## config.mk

```make
export PLATFORM = sky130hd
export DESIGN_NAME = feature_vector_encoder_flat
export DESIGN_NICKNAME = d
export VERILOG_FILES = /design/src/design/fve_pkg.sv /design/src/design/fve_in_if.sv /design/src/design/fve_out_if.sv /design/src/design/feature_vector_encoder.sv /design/src/design/fve_cfg_regs.sv /design/src/design/fve_decode.sv /design/src/design/fve_div_pipe.sv /design/src/design/fve_serializer.sv /design/src/flat_wrapper.sv
export SDC_FILE = /design/constraint.sdc
export NUM_CORES = 2
export LEC_CHECK = 0
export BUFFER_PORTS_ARGS = -buffer_cell sky130_fd_sc_hd__buf_2
export CELL_PAD_IN_SITES_DETAIL_PLACEMENT = 1
export CELL_PAD_IN_SITES_GLOBAL_PLACEMENT = 2
export CORE_MARGIN = 4
export CORE_UTILIZATION = 42
export CTS_BUF_LIST = sky130_fd_sc_hd__clkbuf_4 sky130_fd_sc_hd__clkbuf_8 sky130_fd_sc_hd__clkbuf_16
export DETAILED_ROUTE_END_ITERATION = 10
export HOLD_SLACK_MARGIN = 0.05
export PLACE_DENSITY = 0.78
export SYNTH_ARGS = -nofsm -noshare
export SYNTH_HDL_FRONTEND = slang
export SYNTH_SLANG_ARGS = --single-unit
```

## constraint.sdc

```tcl
create_clock -name clk -period 29.5 [get_ports clk]
set_input_delay 1.475 -clock clk [delete_from_list [all_inputs] [get_ports clk]]
set_output_delay 1.475 -clock clk [all_outputs]
set_load 0.01 [all_outputs]
```

## src/design/fve_pkg.sv

```systemverilog
// Shared types, codes and constants of the feature vector encoder.
// No dependencies; every design file but the defines header refers to it by scoped names.
package fve_pkg;

  localparam int MAX_ELEMS_DEF = 64;
  localparam int VALUE_BITS    = 16;

  localparam int OP_W   = 5;
  localparam int VAL_W  = 16;
  localparam int CNT_W  = 7;
  localparam int MAX_W  = 15;
  localparam int ADDR_W = 3;
  localparam int DATA_W = 32;

  // Q2.14 fixed point
  localparam int Q_SHIFT = 14;
  localparam logic [VAL_W-1:0] Q_ONE = 16'h4000;

  // quotient of v*2^14 / vmax never exceeds 2^14, so 15 bits
  localparam int Q_BITS = 15;
  localparam int DIV_W  = MAX_W + Q_SHIFT;

  // binary pattern, one spare bit for the leading flag element
  localparam int PAT_W = VAL_W + 1;
  localparam logic [VAL_W-1:0] BIN_MASK = VAL_W'((64'd1 << VALUE_BITS) - 64'd1);

  // register map: register index sits in paddr[REG_SEL_BIT]
  localparam int   REG_SEL_BIT   = 2;
  localparam logic REG_NULL_CODE = 1'b0;
  localparam logic REG_NULL_FILL = 1'b1;
  localparam logic [VAL_W-1:0] NULL_CODE_RST = 16'hFFFF;
  localparam logic [VAL_W-1:0] NULL_FILL_RST = 16'hC000;

  typedef enum logic [1:0] {
    ST_OK          = 2'd0,
    ST_OVER_MAX    = 2'd1,
    ST_NULL_STRICT = 2'd2,
    ST_BAD_MODE    = 2'd3
  } status_e;

  typedef enum logic [OP_W-1:0] {
    OP_BIN_EXPL     = 5'd0,
    OP_BIN_MASK     = 5'd1,
    OP_BIN_STRICT   = 5'd2,
    OP_BIN_ZERO     = 5'd3,
    OP_NORM_EXPL    = 5'd4,
    OP_NORM_MASK    = 5'd5,
    OP_NORM_STRICT  = 5'd6,
    OP_NORM_ZERO    = 5'd7,
    OP_HOT_EXPL     = 5'd8,
    OP_HOT_IMPL     = 5'd9,
    OP_HOT_MASK     = 5'd10,
    OP_HOT_STRICT   = 5'd11,
    OP_HOT_ZERO     = 5'd12,
    OP_THERM_EXPL   = 5'd13,
    OP_THERM_IMPL   = 5'd14,
    OP_THERM_MASK   = 5'd15,
    OP_THERM_STRICT = 5'd16,
    OP_THERM_ZERO   = 5'd17
  } op_e;

  // how the elements after the optional flag element are formed
  typedef enum logic [1:0] {
    BODY_CONST = 2'd0,
    BODY_BIN   = 2'd1,
    BODY_HOT   = 2'd2,
    BODY_THERM = 2'd3
  } body_e;

  typedef struct packed {
    logic signed [VAL_W-1:0] null_code;
    logic signed [VAL_W-1:0] null_fill;
  } cfg_t;

  typedef struct packed {
    status_e          status;
    body_e            kind;
    logic             has_head;
    logic             head_one;
    logic [PAT_W-1:0] pattern;
    logic [VAL_W-1:0] const_val;
    logic             use_quot;
  } desc_t;

endpackage

```

## src/design/fve_in_if.sv

```systemverilog
// Input channel of the feature vector encoder: one attribute per transaction.
// Depends on fve_pkg for field widths.
interface fve_in_if;
  logic                             valid;
  logic                             ready;
  logic [fve_pkg::OP_W-1:0]         op;
  logic signed [fve_pkg::VAL_W-1:0] value;
  logic [fve_pkg::CNT_W-1:0]        elem_count;
  logic [fve_pkg::MAX_W-1:0]        max_value;

  modport source (output valid, op, value, elem_count, max_value, input ready);
  modport sink (input valid, op, value, elem_count, max_value, output ready);
endinterface

```

## src/design/fve_out_if.sv

```systemverilog
// Output channel of the feature vector encoder: one element per transaction.
// Depends on fve_pkg for field widths.
interface fve_out_if;
  logic                             valid;
  logic                             ready;
  logic signed [fve_pkg::VAL_W-1:0] element;
  logic                             last;
  logic [1:0]                       status;

  modport source (output valid, element, last, status, input ready);
  modport sink (input valid, element, last, status, output ready);
endinterface

```

## src/design/feature_vector_encoder.sv

```systemverilog
// Feature vector encoder. Each attribute transaction (mode, value, element
// count, maximum) becomes a run of Q2.14 elements on the output channel, one
// element per transaction, with last set on the final one; a rejected
// attribute gives a single zero element carrying its status. The input side
// takes one attribute per cycle unless the pipeline behind it stalls; the
// output side sends one element per cycle while encoded.ready is high. The
// number of elements per attribute is the saturated element count (1 to
// MAX_ELEMS) for binary, one-hot and thermometer modes, 2 for explicit
// normalized, 1 for other normalized modes and errors. The single-element
// output port sets the sustained rate; while a long run is sent, the
// attributes behind it wait in the pipeline. An accepted attribute passes
// one decode stage, 15 divider stages (one quotient bit each), the
// serializer and the output register. Registers take effect on the
// attributes accepted after the write. Depends on fve_pkg, fve_in_if,
// fve_out_if and the fve_* submodules.
module feature_vector_encoder #(
  parameter int MAX_ELEMS = fve_pkg::MAX_ELEMS_DEF
) (
  input  logic                        clk,
  input  logic                        rst,
  fve_in_if.sink                      attr,
  fve_out_if.source                   encoded,
  input  logic                        psel,
  input  logic                        penable,
  input  logic                        pwrite,
  input  logic [fve_pkg::ADDR_W-1:0]  paddr,
  input  logic [fve_pkg::DATA_W-1:0]  pwdata,
  output logic [fve_pkg::DATA_W-1:0]  prdata,
  output logic                        pready
);

  localparam int CW = $clog2(MAX_ELEMS + 1);

  fve_pkg::cfg_t              cfg;
  logic                       dec_valid;
  logic                       dec_ready;
  fve_pkg::desc_t             dec_desc;
  logic [CW-1:0]              dec_count;
  logic [CW-1:0]              dec_arg;
  logic [fve_pkg::DIV_W-1:0]  dec_rem;
  logic [fve_pkg::MAX_W-1:0]  dec_div;
  logic                       div_valid;
  logic                       div_ready;
  fve_pkg::desc_t             div_desc;
  logic [CW-1:0]              div_count;
  logic [CW-1:0]              div_arg;

  fve_cfg_regs u_cfg_regs (
    .clk     (clk),
    .rst     (rst),
    .psel    (psel),
    .penable (penable),
    .pwrite  (pwrite),
    .paddr   (paddr),
    .pwdata  (pwdata),
    .prdata  (prdata),
    .pready  (pready),
    .cfg     (cfg)
  );

  fve_decode #(
    .MAX_ELEMS (MAX_ELEMS),
    .CW        (CW)
  ) u_decode (
    .clk       (clk),
    .rst       (rst),
    .attr      (attr),
    .cfg       (cfg),
    .dec_valid (dec_valid),
    .dec_ready (dec_ready),
    .dec_desc  (dec_desc),
    .dec_count (dec_count),
    .dec_arg   (dec_arg),
    .dec_rem   (dec_rem),
    .dec_div   (dec_div)
  );

  fve_div_pipe #(
    .CW (CW)
  ) u_div_pipe (
    .clk       (clk),
    .rst       (rst),
    .in_valid  (dec_valid),
    .in_ready  (dec_ready),
    .in_desc   (dec_desc),
    .in_count  (dec_count),
    .in_arg    (dec_arg),
    .in_rem    (dec_rem),
    .in_div    (dec_div),
    .out_valid (div_valid),
    .out_ready (div_ready),
    .out_desc  (div_desc),
    .out_count (div_count),
    .out_arg   (div_arg)
  );

  fve_serializer #(
    .CW (CW)
  ) u_serializer (
    .clk      (clk),
    .rst      (rst),
    .in_valid (div_valid),
    .in_ready (div_ready),
    .in_desc  (div_desc),
    .in_count (div_count),
    .in_arg   (div_arg),
    .encoded  (encoded)
  );

endmodule

```

## src/design/fve_cfg_regs.sv

```systemverilog
// APB-style register file of the feature vector encoder: null code and fill.
// Depends on fve_pkg.
module fve_cfg_regs (
  input  logic                        clk,
  input  logic                        rst,
  input  logic                        psel,
  input  logic                        penable,
  input  logic                        pwrite,
  input  logic [fve_pkg::ADDR_W-1:0]  paddr,
  input  logic [fve_pkg::DATA_W-1:0]  pwdata,
  output logic [fve_pkg::DATA_W-1:0]  prdata,
  output logic                        pready,
  output fve_pkg::cfg_t               cfg
);

  logic wr;

  assign pready = 1'b1;
  assign wr     = psel && penable && pwrite && pready;

  always_ff @(posedge clk) begin
    if (rst) begin
      cfg.null_code <= fve_pkg::NULL_CODE_RST;
      cfg.null_fill <= fve_pkg::NULL_FILL_RST;
    end else if (wr) begin
      case (paddr[fve_pkg::REG_SEL_BIT])
        fve_pkg::REG_NULL_CODE: cfg.null_code <= pwdata[fve_pkg::VAL_W-1:0];
        fve_pkg::REG_NULL_FILL: cfg.null_fill <= pwdata[fve_pkg::VAL_W-1:0];
        default: ;
      endcase
    end
  end

  // read back sign-extended
  always_comb begin
    case (paddr[fve_pkg::REG_SEL_BIT])
      fve_pkg::REG_NULL_CODE: prdata = fve_pkg::DATA_W'(cfg.null_code);
      fve_pkg::REG_NULL_FILL: prdata = fve_pkg::DATA_W'(cfg.null_fill);
      default:                prdata = '0;
    endcase
  end

endmodule

```

## src/design/fve_decode.sv

```systemverilog
// Decode stage: error checks, mode decode, element count and the dividend
// setup for normalized modes, registered. Depends on fve_pkg and fve_in_if.
module fve_decode #(
  parameter int MAX_ELEMS = fve_pkg::MAX_ELEMS_DEF,
  parameter int CW        = $clog2(MAX_ELEMS + 1)
) (
  input  logic                       clk,
  input  logic                       rst,
  fve_in_if.sink                     attr,
  input  fve_pkg::cfg_t              cfg,
  output logic                       dec_valid,
  input  logic                       dec_ready,
  output fve_pkg::desc_t             dec_desc,
  output logic [CW-1:0]              dec_count,
  output logic [CW-1:0]              dec_arg,
  output logic [fve_pkg::DIV_W-1:0]  dec_rem,
  output logic [fve_pkg::MAX_W-1:0]  dec_div
);

  logic signed [fve_pkg::VAL_W-1:0] v;
  logic signed [fve_pkg::VAL_W-1:0] vmax_s;
  logic signed [fve_pkg::VAL_W-1:0] vt;
  logic [fve_pkg::MAX_W-1:0]        vmag;
  logic [fve_pkg::MAX_W-1:0]        vtmag;
  logic                             over, bad, isnull, strict, vpos;
  logic [CW-1:0]                    n, cnt, m, arg;
  logic [fve_pkg::VAL_W-1:0]        base;
  fve_pkg::desc_t                   d;
  logic [fve_pkg::DIV_W-1:0]        rem0;

  assign attr.ready = !dec_valid || dec_ready;

  assign v      = attr.value;
  assign vmax_s = signed'({1'b0, attr.max_value});
  assign vmag   = v[fve_pkg::MAX_W-1:0];
  assign over   = v > vmax_s;
  assign bad    = attr.op > fve_pkg::OP_THERM_ZERO;
  assign isnull = v == cfg.null_code;
  assign vpos   = v > 16'sd0;
  assign strict = attr.op inside {fve_pkg::OP_BIN_STRICT, fve_pkg::OP_NORM_STRICT,
                                  fve_pkg::OP_HOT_STRICT, fve_pkg::OP_THERM_STRICT};
  assign base   = vpos ? (v & fve_pkg::BIN_MASK) : '0;

  // saturate the element count to 1..MAX_ELEMS
  always_comb begin
    if (attr.elem_count == '0) begin
      n = CW'(1);
    end else if (attr.elem_count > fve_pkg::CNT_W'(MAX_ELEMS)) begin
      n = CW'(MAX_ELEMS);
    end else begin
      n = CW'(attr.elem_count);
    end
  end

  always_comb begin
    d.status    = fve_pkg::ST_OK;
    d.kind      = fve_pkg::BODY_CONST;
    d.has_head  = 1'b0;
    d.head_one  = 1'b0;
    d.const_val = '0;
    d.use_quot  = 1'b0;
    cnt         = n;
    vt          = v;
    case (attr.op)
      fve_pkg::OP_BIN_EXPL: begin
        d.has_head = 1'b1;
        d.head_one = isnull;
        d.kind     = fve_pkg::BODY_BIN;
      end
      fve_pkg::OP_BIN_MASK: begin
        if (isnull) d.const_val = cfg.null_fill;
        else d.kind = fve_pkg::BODY_BIN;
      end
      fve_pkg::OP_BIN_STRICT, fve_pkg::OP_BIN_ZERO: begin
        d.kind = fve_pkg::BODY_BIN;
      end
      fve_pkg::OP_NORM_EXPL: begin
        d.has_head = 1'b1;
        d.head_one = isnull;
        d.use_quot = vpos;
        cnt        = CW'(2);
      end
      fve_pkg::OP_NORM_MASK: begin
        cnt = CW'(1);
        if (isnull) d.const_val = cfg.null_fill;
        else d.use_quot = vpos;
      end
      fve_pkg::OP_NORM_STRICT, fve_pkg::OP_NORM_ZERO: begin
        cnt        = CW'(1);
        d.use_quot = vpos;
      end
      fve_pkg::OP_HOT_EXPL: begin
        d.has_head = 1'b1;
        if (isnull) d.head_one = 1'b1;
        else d.kind = fve_pkg::BODY_HOT;
      end
      fve_pkg::OP_HOT_IMPL: begin
        if (!isnull) d.kind = fve_pkg::BODY_HOT;
      end
      fve_pkg::OP_HOT_MASK: begin
        if (isnull) d.const_val = cfg.null_fill;
        else d.kind = fve_pkg::BODY_HOT;
      end
      fve_pkg::OP_HOT_STRICT, fve_pkg::OP_HOT_ZERO: begin
        d.kind = fve_pkg::BODY_HOT;
      end
      fve_pkg::OP_THERM_EXPL: begin
        d.has_head = 1'b1;
        if (isnull) d.head_one = 1'b1;
        else d.kind = fve_pkg::BODY_THERM;
      end
      fve_pkg::OP_THERM_IMPL: begin
        if (!isnull) d.kind = fve_pkg::BODY_THERM;
      end
      fve_pkg::OP_THERM_MASK: begin
        if (isnull) d.const_val = cfg.null_fill;
        else d.kind = fve_pkg::BODY_THERM;
      end
      fve_pkg::OP_THERM_STRICT, fve_pkg::OP_THERM_ZERO: begin
        // zero and below still light the first element
        d.kind = fve_pkg::BODY_THERM;
        vt     = vpos ? v : '0;
      end
      default: ;
    endcase

    if (over) d.status = fve_pkg::ST_OVER_MAX;
    else if (bad) d.status = fve_pkg::ST_BAD_MODE;
    else if (isnull && strict) d.status = fve_pkg::ST_NULL_STRICT;

    // an error collapses to a single zero element
    if (d.status != fve_pkg::ST_OK) begin
      d.kind      = fve_pkg::BODY_CONST;
      d.has_head  = 1'b0;
      d.head_one  = 1'b0;
      d.const_val = '0;
      d.use_quot  = 1'b0;
      cnt         = CW'(1);
    end

    // pattern bits sit at element positions, flag included
    d.pattern = d.has_head ? {base, 1'b0} : {1'b0, base};
  end

  // index arguments are in element positions, flag included
  assign m         = cnt - CW'(d.has_head);
  assign vtmag     = vt[fve_pkg::MAX_W-1:0];

  always_comb begin
    arg = '0;
    case (d.kind)
      fve_pkg::BODY_HOT: begin
        if (!vpos) arg = CW'(d.has_head);
        else if (vmag >= fve_pkg::MAX_W'(m - CW'(1))) arg = cnt - CW'(1);
        else arg = CW'(vmag) + CW'(d.has_head);
      end
      fve_pkg::BODY_THERM: begin
        if (vt[fve_pkg::VAL_W-1]) arg = CW'(d.has_head);
        else if (vtmag >= fve_pkg::MAX_W'(m)) arg = cnt;
        else arg = CW'(vtmag) + CW'(1) + CW'(d.has_head);
      end
      default: arg = '0;
    endcase
  end

  // v * 2^14 + vmax / 2, rounding half up in the divider
  assign rem0 = fve_pkg::DIV_W'({vmag, fve_pkg::Q_SHIFT'(0)})
              + fve_pkg::DIV_W'(attr.max_value[fve_pkg::MAX_W-1:1]);

  always_ff @(posedge clk) begin
    if (rst) begin
      dec_valid <= 1'b0;
    end else if (attr.ready) begin
      dec_valid <= attr.valid;
    end
  end

  always_ff @(posedge clk) begin
    if (attr.ready && attr.valid) begin
      dec_desc  <= d;
      dec_count <= cnt;
      dec_arg   <= arg;
      dec_rem   <= rem0;
      dec_div   <= attr.max_value;
    end
  end

endmodule

```

## src/design/fve_div_pipe.sv

```systemverilog
// Pipelined restoring divider for the normalized modes, one quotient bit per
// stage; item descriptors ride along. Depends on fve_pkg.
module fve_div_pipe #(
  parameter int CW = 7
) (
  input  logic                       clk,
  input  logic                       rst,
  input  logic                       in_valid,
  output logic                       in_ready,
  input  fve_pkg::desc_t             in_desc,
  input  logic [CW-1:0]              in_count,
  input  logic [CW-1:0]              in_arg,
  input  logic [fve_pkg::DIV_W-1:0]  in_rem,
  input  logic [fve_pkg::MAX_W-1:0]  in_div,
  output logic                       out_valid,
  input  logic                       out_ready,
  output fve_pkg::desc_t             out_desc,
  output logic [CW-1:0]              out_count,
  output logic [CW-1:0]              out_arg
);

  localparam int NS = fve_pkg::Q_BITS;

  logic                        vld [NS];
  logic                        rdy [NS];
  fve_pkg::desc_t              dsc [NS];
  logic [CW-1:0]               cnt [NS];
  logic [CW-1:0]               arg [NS];
  logic [fve_pkg::DIV_W-1:0]   rem [NS-1];
  logic [fve_pkg::MAX_W-1:0]   dvs [NS-1];
  logic [fve_pkg::Q_BITS-1:0]  quo [NS-1];

  for (genvar s = 0; s < NS; s++) begin : g_stage
    localparam int B = NS - 1 - s;

    logic                        p_vld;
    fve_pkg::desc_t              p_dsc;
    logic [CW-1:0]               p_cnt;
    logic [CW-1:0]               p_arg;
    logic [fve_pkg::DIV_W-1:0]   p_rem;
    logic [fve_pkg::MAX_W-1:0]   p_dvs;
    logic [fve_pkg::Q_BITS-1:0]  p_quo;
    logic                        nxt_rdy;
    logic [fve_pkg::DIV_W-1:0]   sub;
    logic                        fits;
    logic [fve_pkg::Q_BITS-1:0]  quo_next;

    if (s == 0) begin : g_first
      assign p_vld = in_valid;
      assign p_dsc = in_desc;
      assign p_cnt = in_count;
      assign p_arg = in_arg;
      assign p_rem = in_rem;
      assign p_dvs = in_div;
      assign p_quo = '0;
    end else begin : g_next
      assign p_vld = vld[s-1];
      assign p_dsc = dsc[s-1];
      assign p_cnt = cnt[s-1];
      assign p_arg = arg[s-1];
      assign p_rem = rem[s-1];
      assign p_dvs = dvs[s-1];
      assign p_quo = quo[s-1];
    end

    if (s == NS - 1) begin : g_tail_rdy
      assign nxt_rdy = out_ready;
    end else begin : g_mid_rdy
      assign nxt_rdy = rdy[s+1];
    end

    assign rdy[s] = !vld[s] || nxt_rdy;
    assign sub    = fve_pkg::DIV_W'(p_dvs) << B;
    assign fits   = p_rem >= sub;

    always_comb begin
      quo_next    = p_quo;
      quo_next[B] = fits;
    end

    always_ff @(posedge clk) begin
      if (rst) begin
        vld[s] <= 1'b0;
      end else if (rdy[s]) begin
        vld[s] <= p_vld;
      end
    end

    if (s < NS - 1) begin : g_mid
      always_ff @(posedge clk) begin
        if (rdy[s] && p_vld) begin
          dsc[s] <= p_dsc;
          cnt[s] <= p_cnt;
          arg[s] <= p_arg;
          rem[s] <= fits ? p_rem - sub : p_rem;
          dvs[s] <= p_dvs;
          quo[s] <= quo_next;
        end
      end
    end else begin : g_last
      fve_pkg::desc_t d_next;

      // drop the finished quotient into the constant element
      always_comb begin
        d_next = p_dsc;
        if (p_dsc.use_quot) d_next.const_val = fve_pkg::VAL_W'(quo_next);
      end

      always_ff @(posedge clk) begin
        if (rdy[s] && p_vld) begin
          dsc[s] <= d_next;
          cnt[s] <= p_cnt;
          arg[s] <= p_arg;
        end
      end
    end
  end

  assign in_ready  = rdy[0];
  assign out_valid = vld[NS-1];
  assign out_desc  = dsc[NS-1];
  assign out_count = cnt[NS-1];
  assign out_arg   = arg[NS-1];

endmodule

```

## src/design/fve_serializer.sv

```systemverilog
// Serializer: walks one item's elements, one per cycle unless the output
// stalls, into a registered output channel. Depends on fve_pkg and fve_out_if.
module fve_serializer #(
  parameter int CW = 7
) (
  input  logic            clk,
  input  logic            rst,
  input  logic            in_valid,
  output logic            in_ready,
  input  fve_pkg::desc_t  in_desc,
  input  logic [CW-1:0]   in_count,
  input  logic [CW-1:0]   in_arg,
  fve_out_if.source       encoded
);

  logic                       cur_valid;
  fve_pkg::desc_t             cur_desc;
  logic [CW-1:0]              cur_count;
  logic [CW-1:0]              cur_arg;
  logic [CW-1:0]              idx;
  logic [CW-1:0]              idx_next;
  logic                       out_load;
  logic                       emit;
  logic                       is_last;
  logic                       bin_bit;
  logic [fve_pkg::VAL_W-1:0]  elem;

  assign out_load = !encoded.valid || encoded.ready;
  assign emit     = out_load && cur_valid;
  assign is_last  = idx == cur_count - CW'(1);
  assign in_ready = !cur_valid || (emit && is_last);
  assign idx_next = idx + CW'(1);
  assign bin_bit  = |(cur_desc.pattern & (fve_pkg::PAT_W'(1) << idx));

  always_comb begin
    elem = '0;
    if (cur_desc.has_head && idx == '0) begin
      elem = cur_desc.head_one ? fve_pkg::Q_ONE : '0;
    end else begin
      case (cur_desc.kind)
        fve_pkg::BODY_CONST: elem = cur_desc.const_val;
        fve_pkg::BODY_BIN:   elem = bin_bit ? fve_pkg::Q_ONE : '0;
        fve_pkg::BODY_HOT:   elem = (idx == cur_arg) ? fve_pkg::Q_ONE : '0;
        fve_pkg::BODY_THERM: elem = (idx < cur_arg) ? fve_pkg::Q_ONE : '0;
        default:             elem = '0;
      endcase
    end
  end

  always_ff @(posedge clk) begin
    if (rst) begin
      cur_valid <= 1'b0;
    end else if (in_ready) begin
      cur_valid <= in_valid;
    end
  end

  // load a fresh item or advance through the current one
  always_ff @(posedge clk) begin
    if (in_ready) begin
      cur_desc  <= in_desc;
      cur_count <= in_count;
      cur_arg   <= in_arg;
      idx       <= '0;
    end else if (emit) begin
      idx <= idx_next;
    end
  end

  always_ff @(posedge clk) begin
    if (rst) begin
      encoded.valid <= 1'b0;
    end else if (out_load) begin
      encoded.valid <= cur_valid;
    end
  end

  always_ff @(posedge clk) begin
    if (emit) begin
      encoded.element <= elem;
      encoded.last    <= is_last;
      encoded.status  <= cur_desc.status;
    end
  end

endmodule

```

## src/flat_wrapper.sv

```systemverilog
// flat-port wrapper written by rule: the top's interface ports become plain ports
module feature_vector_encoder_flat 
#(
  parameter int MAX_ELEMS = fve_pkg::MAX_ELEMS_DEF
)
  (clk, rst, psel, penable, pwrite, paddr, pwdata, prdata, pready, attr_valid, attr_op, attr_value, attr_elem_count, attr_max_value, attr_ready, encoded_valid, encoded_element, encoded_last, encoded_status, encoded_ready);
  fve_in_if attr_i ();
  fve_out_if encoded_i ();
  input  logic clk;
  input  logic rst;
  input  logic psel;
  input  logic penable;
  input  logic pwrite;
  input  logic [fve_pkg::ADDR_W-1:0] paddr;
  input  logic [fve_pkg::DATA_W-1:0] pwdata;
  output logic [fve_pkg::DATA_W-1:0] prdata;
  output logic pready;
  input wire logic [$bits(attr_i.valid)-1:0] attr_valid;
  input wire logic [$bits(attr_i.op)-1:0] attr_op;
  input wire logic [$bits(attr_i.value)-1:0] attr_value;
  input wire logic [$bits(attr_i.elem_count)-1:0] attr_elem_count;
  input wire logic [$bits(attr_i.max_value)-1:0] attr_max_value;
  output wire logic [$bits(attr_i.ready)-1:0] attr_ready;
  output wire logic [$bits(encoded_i.valid)-1:0] encoded_valid;
  output wire logic [$bits(encoded_i.element)-1:0] encoded_element;
  output wire logic [$bits(encoded_i.last)-1:0] encoded_last;
  output wire logic [$bits(encoded_i.status)-1:0] encoded_status;
  input wire logic [$bits(encoded_i.ready)-1:0] encoded_ready;
  assign attr_i.valid = attr_valid;
  assign attr_i.op = attr_op;
  assign attr_i.value = attr_value;
  assign attr_i.elem_count = attr_elem_count;
  assign attr_i.max_value = attr_max_value;
  assign attr_ready = attr_i.ready;
  assign encoded_valid = encoded_i.valid;
  assign encoded_element = encoded_i.element;
  assign encoded_last = encoded_i.last;
  assign encoded_status = encoded_i.status;
  assign encoded_i.ready = encoded_ready;
  feature_vector_encoder #(.MAX_ELEMS(MAX_ELEMS)) u_core (.clk(clk), .rst(rst), .attr(attr_i), .encoded(encoded_i), .psel(psel), .penable(penable), .pwrite(pwrite), .paddr(paddr), .pwdata(pwdata), .prdata(prdata), .pready(pready));
endmodule
```

# ---- After elaboration in Yosys (flattened, before gate mapping)
# Memory sizes are Yosys's and may differ from the RTL's. A register that Yosys moved wholly into a read port is not among the register bits.
# Cells that the tools add are included.
dict set report totals {
  reg_bits 159
  mem_bits_rw 1651
  input_bits 85
  out_inout_bits 54
  wordCells 335
  memories 7
}
dict set report op_classes {
  n_addsub 23
  n_lt_le_gt_ge 22
  eq_ne 25
  shift 1
  muxes 138
  n_bitwise 19
  n_reduce_logical 78
}
# name words word_bits read_ports rd_ports_with_merged_regs write_ports line_no
set memory_table {}
lappend memory_table {u_core.u_div_pipe.dsc 15 40 15 1 15 fve_div_pipe.sv:26} ;# fve_pkg::desc_t dsc [NS];
lappend memory_table {u_core.u_div_pipe.rem 14 29 14 0 14 fve_div_pipe.sv:29} ;# logic [fve_pkg::DIV_W-1:0] rem [NS-1];
lappend memory_table {u_core.u_div_pipe.dvs 14 15 14 0 14 fve_div_pipe.sv:30} ;# logic [fve_pkg::MAX_W-1:0] dvs [NS-1];
lappend memory_table {u_core.u_div_pipe.quo 14 15 14 0 14 fve_div_pipe.sv:31} ;# logic [fve_pkg::Q_BITS-1:0] quo [NS-1];
lappend memory_table {u_core.u_div_pipe.arg 15 7 15 1 15 fve_div_pipe.sv:28} ;# logic [CW-1:0] arg [NS];
lappend memory_table {u_core.u_div_pipe.cnt 15 7 15 1 15 fve_div_pipe.sv:27} ;# logic [CW-1:0] cnt [NS];
lappend memory_table {{1 more memories} - - - - - -}
# cell count
set op_table {}
lappend op_table {{29-bit 2-to-1 mux} 14}
lappend op_table {{1-bit 2-to-1 mux} 95}
lappend op_table {{16-bit 2-to-1 mux} 5}
lappend op_table {{16-bit one-hot mux with 4 select lines} 1}
lappend op_table {{32-bit one-hot mux with 2 select lines} 1}
lappend op_table {{15-bit 2-to-1 mux} 4}
lappend op_table {{7-bit 2-to-1 mux} 7}
lappend op_table {{5-bit by 4-bit equality test with 1-bit output (second input constant)} 8}
lappend op_table {{29-bit by 14-bit adder with 29-bit output} 1}
lappend op_table {{29-bit by 15-bit >= comparator with 1-bit output} 1}
lappend op_table {{29-bit by 16-bit >= comparator with 1-bit output} 1}
lappend op_table {{29-bit by 17-bit >= comparator with 1-bit output} 1}
lappend op_table {{29-bit by 18-bit >= comparator with 1-bit output} 1}
lappend op_table {{29-bit by 19-bit >= comparator with 1-bit output} 1}
lappend op_table {{29-bit by 20-bit >= comparator with 1-bit output} 1}
lappend op_table {{29-bit by 21-bit >= comparator with 1-bit output} 1}
lappend op_table {{29-bit by 22-bit >= comparator with 1-bit output} 1}
lappend op_table {{29-bit by 23-bit >= comparator with 1-bit output} 1}
lappend op_table {{29-bit by 24-bit >= comparator with 1-bit output} 1}
lappend op_table {{29-bit by 25-bit >= comparator with 1-bit output} 1}
lappend op_table {{29-bit by 26-bit >= comparator with 1-bit output} 1}
lappend op_table {{29-bit by 27-bit >= comparator with 1-bit output} 1}
lappend op_table {{29-bit by 28-bit >= comparator with 1-bit output} 1}
lappend op_table {{29-bit >= comparator} 1}
lappend op_table {{57 further kinds} 155}

# ---- Longest topological paths before layout
dict set report logic_depth {
  depth_word 24
  mapped_depth 30
  mapped_depth_nobuf 26
}

# ---- Hierarchy
# From an unflattened synthesis, not the netlist that was laid out.
dict set report hier_totals {
  cells_unflattened 4934
  area_unflattened_um2 73028.8
}
# mod instances cells_per_inst area_per_inst_um2 seq_area_each_um2
set by_module_without_submodules {}
lappend by_module_without_submodules {fve_div_pipe 1 4009 62487.4 46424.5}
lappend by_module_without_submodules {fve_decode 1 518 5444.0 2542.4}
lappend by_module_without_submodules {fve_serializer 1 232 3410.8 2342.2}
lappend by_module_without_submodules {fve_cfg_regs 1 175 1686.6 640.6}

# ---- Worst setup path after synthesis
# No wires, ideal clock.
dict set report synth_path {
  kind {input port to flip-flop}
  from {in encoded_ready}
  to {mem u_core.u_div_pipe.arg[13][0] (enable)}
  setup_time_ns 0.752
  t_arrival_ns 9.970
  required_ns 28.748
  path_slack_ns 18.778
  stages 4
  n_path_buf 0
  cell_sequence {nand2b_1 a41o_1 nor2_1 a21boi_0}
}
# element line_no
set synth_lines {}
lappend synth_lines {{from (decl)} flat_wrapper.sv:28} ;# input wire logic [$bits(encoded_i.ready)-1:0] encoded_ready;
lappend synth_lines {{to (decl)} fve_div_pipe.sv:28}

# ---- Worst setup path in the final report
dict set report layout_path {
  from {in attr_value[2]}
  to {reg u_core.u_decode.dec_arg[0], data pin}
}
dict set report layout_between {
  elab_chain_cells 13
  elab_cells_between_ends 31
  cone_classes {add/sub: 6; order compare: 4; eq/ne: 3; mux: 16; reduce/logical: 2}
}
# element line_no
set layout_rtl {}
lappend layout_rtl {{from (decl)} flat_wrapper.sv:20} ;# input wire logic [$bits(attr_i.value)-1:0] attr_value;
lappend layout_rtl {{parallel branches: the longest is 12 deep, another holds 16-bit > comparator} -}
lappend layout_rtl {{7-bit one-hot mux with 2 select lines *} fve_decode.sv:151} ;# case (d.kind)
lappend layout_rtl {{named net u_core.u_decode.arg[0]} fve_decode.sv:26} ;# logic [CW-1:0] n, cnt, m, arg;
lappend layout_rtl {{to (signal assigned)} fve_decode.sv:182} ;# dec_arg <= arg;
lappend layout_rtl {{to (decl)} fve_decode.sv:15} ;# output logic [CW-1:0] dec_arg,
# Mark *: on every way through the listed nets, which the timed path passes.
# A chain may end at the register's enable or synchronous reset.

==> metrics.md <==
| Metric | Value |
|---|---|
| Status | complete, no violations |
| CTS tree | done |
| Tcrit/Tclk final | ~28% |
| Clock skew | between 0.03 and 0.04 ns |
| Peak Freq | ~120 MHz |
| Syn Area/Cell | between 10 and 15 um2 |
| Number of synthesized flops with an enable pin | 1,596 |
| Slowest cell on the critical path | or4_1 |
| Area Overhead vs Synth | 12.6% |
| Antenna violations before repair | 0 |
| GRT busiest layer | met2 |
| Fillers | roughly 16,000 |
| Fin Setup TNS | 0 ns |
| CORE AREA | ~160,000 um2 |
| Vias in the first global route | 39,200 |
| Pins Over Slew Limit | 0 |
| Final setup viols | 0 |
| Die Y | 412 um |
| Worst setup SP type | input pin |
| Fin util | 47.8% |
| Share of post-route cells with drive strength above 1 | roughly 11% |
| M3 GR Usage | under 10% |
| Post-DP Area | about 72,000 um2 |
| Drt first pass iters | 5 |
| Hold-fix buffers, CTS | 0 |
| Global route overflow | 0 |
| Residual DRC | 0 |
| Post-route ant nets | 0 |
| Worst skew pair latency | 0.78 ns |
| H-tree depth | 4 |
| Commonest non-fill, non-tap cell in the layout | edfxtp_1 |
| LEAKAGE | between 20 and 30 nW |
| Chip width | roughly 410 um |
| Post-Syn Area | 68,400 um2 |
| Min Clock Period, post-route | 8.17 ns |
| Crit-path most repeated cell | ha_1 |
| Max FO, Critical Path | 19 |
| GR Layer Usage met1 | 19.7% |
| First-pass GRT wire length | approximately 210,000 um |
| Gpl congestion | between 0.8 and 0.9 |
| Die ar. | 169,000 um2 |
| Iteration-0 DRC Markers | approximately 1,800 |
| IO Count | between 100 and 150 |
| Crit end category | flip-flop |
| Mapped Cells | ~4,700 |
| Vias | roughly 36,000 |
| PostCTS Resize Cnt | 0 |
| Synth warn | 0 |
| Clk slew on worst S/H paths | about 0.06 ns |
| Cells along the critical path | buf_2, xor2_1, nor4_1, nand4_1, o21ai_2, or2_1, or4_1, clkinv_2, ha_1, ha_1, xor2_1, nor2_1, nand2_1, nor2_1, nand3_1, ha_1, a21o_1, a21oi_1, nor2b_1, o21ai_0, a31o_2, nor3_1, o41ai_1, a31oi_1 |
| Final wirelength | approximately 130,000 um |
| Buffer depth of the longest clock path | 3 |
| Pwr dens | 61.6 nW/um2 |
| Met2 usage | between 20% and 30% |
| Register area share after synthesis | a little under three quarters |
| Seq cells post-synth | roughly 1,600 |
| Avg Vias per Cell | between 5 and 6 |
| WL/cell | 18.1 um |
| Starting density of the core | ~42% |
| Syn_nets | between 5,000 and 6,000 |
| Buffers & Inverters on Critical Path | 2 |
| Asr flop ratio synth | 0% |
| Total CTS buffers | around 160 |
| Nets | about 5,300 |
| CP arrival | approximately 8.7 ns |
| Post-Layout Inst Area | between 70,000 and 80,000 um2 |
| Maxcap violations | 0 |
| Hpwl dp | roughly 95,000 um |
| Hold crit path type | reg2reg |
| Max_slew headroom | around 22% |
| Final-report hold violation count | 0 |
| Peak VDD IR | about 0.058 mV |
| Root Driver | clkbuf_16 |
| Synth Flop Type | edfxtp_1 |
| Most frequent cells in the layout | 1,596 x edfxtp_1, 366 x inv_1, 355 x nand2_1 |
| RSZ-0062 raised after global routing | false |
| Kind of cell adding the most delay to the critical path | simple AND/OR/NAND/NOR gates |
| # port buffers | roughly 120 |
| Least-Margin Pin Slew | approximately 1.2 ns |
| GRT Total Usage | roughly 16% |
| Post-CTS Setup Repair Bufs | 0 |
| Num rows | 147 |
| Tot Pwr | between 4 and 5 mW |
| Netlist cell types | 93 |
| Required time worst endpoint | between 30 and 40 ns |
| CTS sink count | around 1,600 |
| Largest net degree at the start of global routing | 80 |
| Slowest cell delay on critical path | just under 0.7 ns |
| Critical path class | in2reg |
==> metal layers <==
metal	up-vias	part of all wire, %
met5	-	0
li1	17800	-
met3	234	3.0
met1	17800	43
met2	472	51
met4	0	2.9
==> worst reg2reg max path: stages (launching register included) <==
cell and delay [ns]:
dfxtp_1 0.35, xor2_1 0.17, nor4_1 0.57, nand4_1 0.57, o21ai_2 0.44, or2_1 0.42, or4_1 0.69, clkinv_2 0.49
ha_1 0.41, ha_1 0.29, xor2_1 0.25, nor2_1 0.24, nand2_1 0.09, nor2_1 0.19, nand3_1 0.33, ha_1 0.43
a21o_1 0.16, a21oi_1 0.15, nor2b_1 0.06, o21ai_0 0.17, a31o_2 0.36, nor3_1 0.09, o41ai_1 0.35, a31oi_1 0.08
==> worst paths after layout <==
path / start / endpoint / depth (start not counted) / slack [ns]
worst min register to register: u_core.u_div_pipe.quo[1][39]$_DFFE_PP_ / u_core.u_div_pipe.quo[1][54]$_DFFE_PP_ / 0 / 0.39
worst min-delay path: u_core.u_div_pipe.quo[1][39]$_DFFE_PP_ / u_core.u_div_pipe.quo[1][54]$_DFFE_PP_ / 0 / 0.39
worst max register to register: u_core.u_cfg_regs.cfg[25]$_SDFFE_PP1P_ / u_core.u_decode.dec_arg[0]$_DFFE_PP_ / 23 / 21.91
worst max-delay path: attr_value[2] / u_core.u_decode.dec_arg[0]$_DFFE_PP_ / 24 / 21.33
==> flip-flops by register name, indices dropped and copies added (netlist names), 7 cells and up <==
register,count
u_core.u_cfg_regs.cfg,32
u_core.u_decode.dec_arg,7
u_core.u_decode.dec_count,7
u_core.u_decode.dec_desc,40
u_core.u_decode.dec_rem,29
u_core.u_div_pipe.arg,105
u_core.u_div_pipe.cnt,105
u_core.u_div_pipe.dsc,599
u_core.u_div_pipe.dvs,209
u_core.u_div_pipe.quo,105
u_core.u_div_pipe.rem,302
u_core.u_div_pipe.vld,15
u_core.u_serializer.cur_arg,7
u_core.u_serializer.cur_count,7
u_core.u_serializer.cur_desc,39
u_core.u_serializer.encoded.element,16
u_core.u_serializer.idx,7
==> metrics by stage <==
step	worst slack [ns]	hold WS [ns]	instances
floorplan	18.78	0.400	4692
global placement	20.63	0.403	6897
detailed placement	20.49	0.405	6897
CTS	21.34	0.394	7194
global route	20.79	0.410	7194
finish	21.33	0.395	7195
==> area by class of cell <==
cell class / instances / area [um2] / area share (%)
diodes: 1 / 2.50 / 0.00325
clock buffers: 201 / 4380 / 5.69
clock inverters: 96 / 987 / 1.28
inverters: 368 / 1380 / 1.79
multi-input cells: 2575 / 17900 / 23.3
flip-flops and latches: 1638 / 48800 / 63.3
well taps: 2160 / 2700 / 3.51
repair buffers: 156 / 873 / 1.13
==> where the power goes <==
part | total [mW] | switching [mW] | internal [mW]
clock | 2.03 | 0.865 | 1.17
combinational | 0.147 | 0.0913 | 0.0557
sequential | 2.56 | 0.0139 | 2.55
total | 4.74 | 0.971 | 3.77
==> cells by family after synthesis <==
logic type	Yosys count	share of synthesized area [%]
simple gates	1166	8.60
xor+xnor	256	3.29
compound gates	773	7.09
flops	1638	71.3
fa+ha+maj	293	5.51
buf+inv	479	2.77
other cells	2	0.0110
mux	85	1.45
==> synth_stat cells, drive strengths merged, types with 7 or more instances <==
| cell | instances | area share, % |
|---|---|---|
| dfxtp | 42 | 1.2 |
| and3 | 20 | 0.18 |
| or4 | 14 | 0.15 |
| inv | 367 | 2.0 |
| xnor2 | 122 | 1.6 |
| o21a | 24 | 0.26 |
| nor3b | 13 | 0.16 |
| o211ai | 13 | 0.17 |
| nand2b | 55 | 0.50 |
| a31oi | 22 | 0.20 |
| edfxtp | 1596 | 70 |
| nand3 | 65 | 0.48 |
| mux2i | 20 | 0.29 |
| o21bai | 9 | 0.099 |
| nand4b | 7 | 0.090 |
| and2 | 46 | 0.42 |
| nor4b | 10 | 0.13 |
| a211oi | 13 | 0.15 |
| or2 | 15 | 0.14 |
| nand4 | 60 | 0.55 |
| or3 | 34 | 0.31 |
| o21ai | 240 | 1.8 |
| nor2 | 215 | 1.2 |
| nand3b | 17 | 0.19 |
| xor2 | 134 | 1.7 |
| a21oi | 214 | 1.6 |
| mux2 | 60 | 0.99 |
| clkbuf | 75 | 0.41 |
| a21boi | 35 | 0.38 |
| buf | 36 | 0.34 |
| and4 | 16 | 0.21 |
| fa | 14 | 0.41 |
| a21o | 69 | 0.76 |
| nand2 | 355 | 1.9 |
| a31o | 8 | 0.10 |
| a311oi | 7 | 0.099 |
| nor2b | 90 | 0.83 |
| a211o | 20 | 0.26 |
| o31ai | 43 | 0.47 |
| nor4 | 48 | 0.44 |
| nor3 | 80 | 0.59 |
| ha | 278 | 5.1 |
Note: power is estimated with default switching activity, not from simulation.
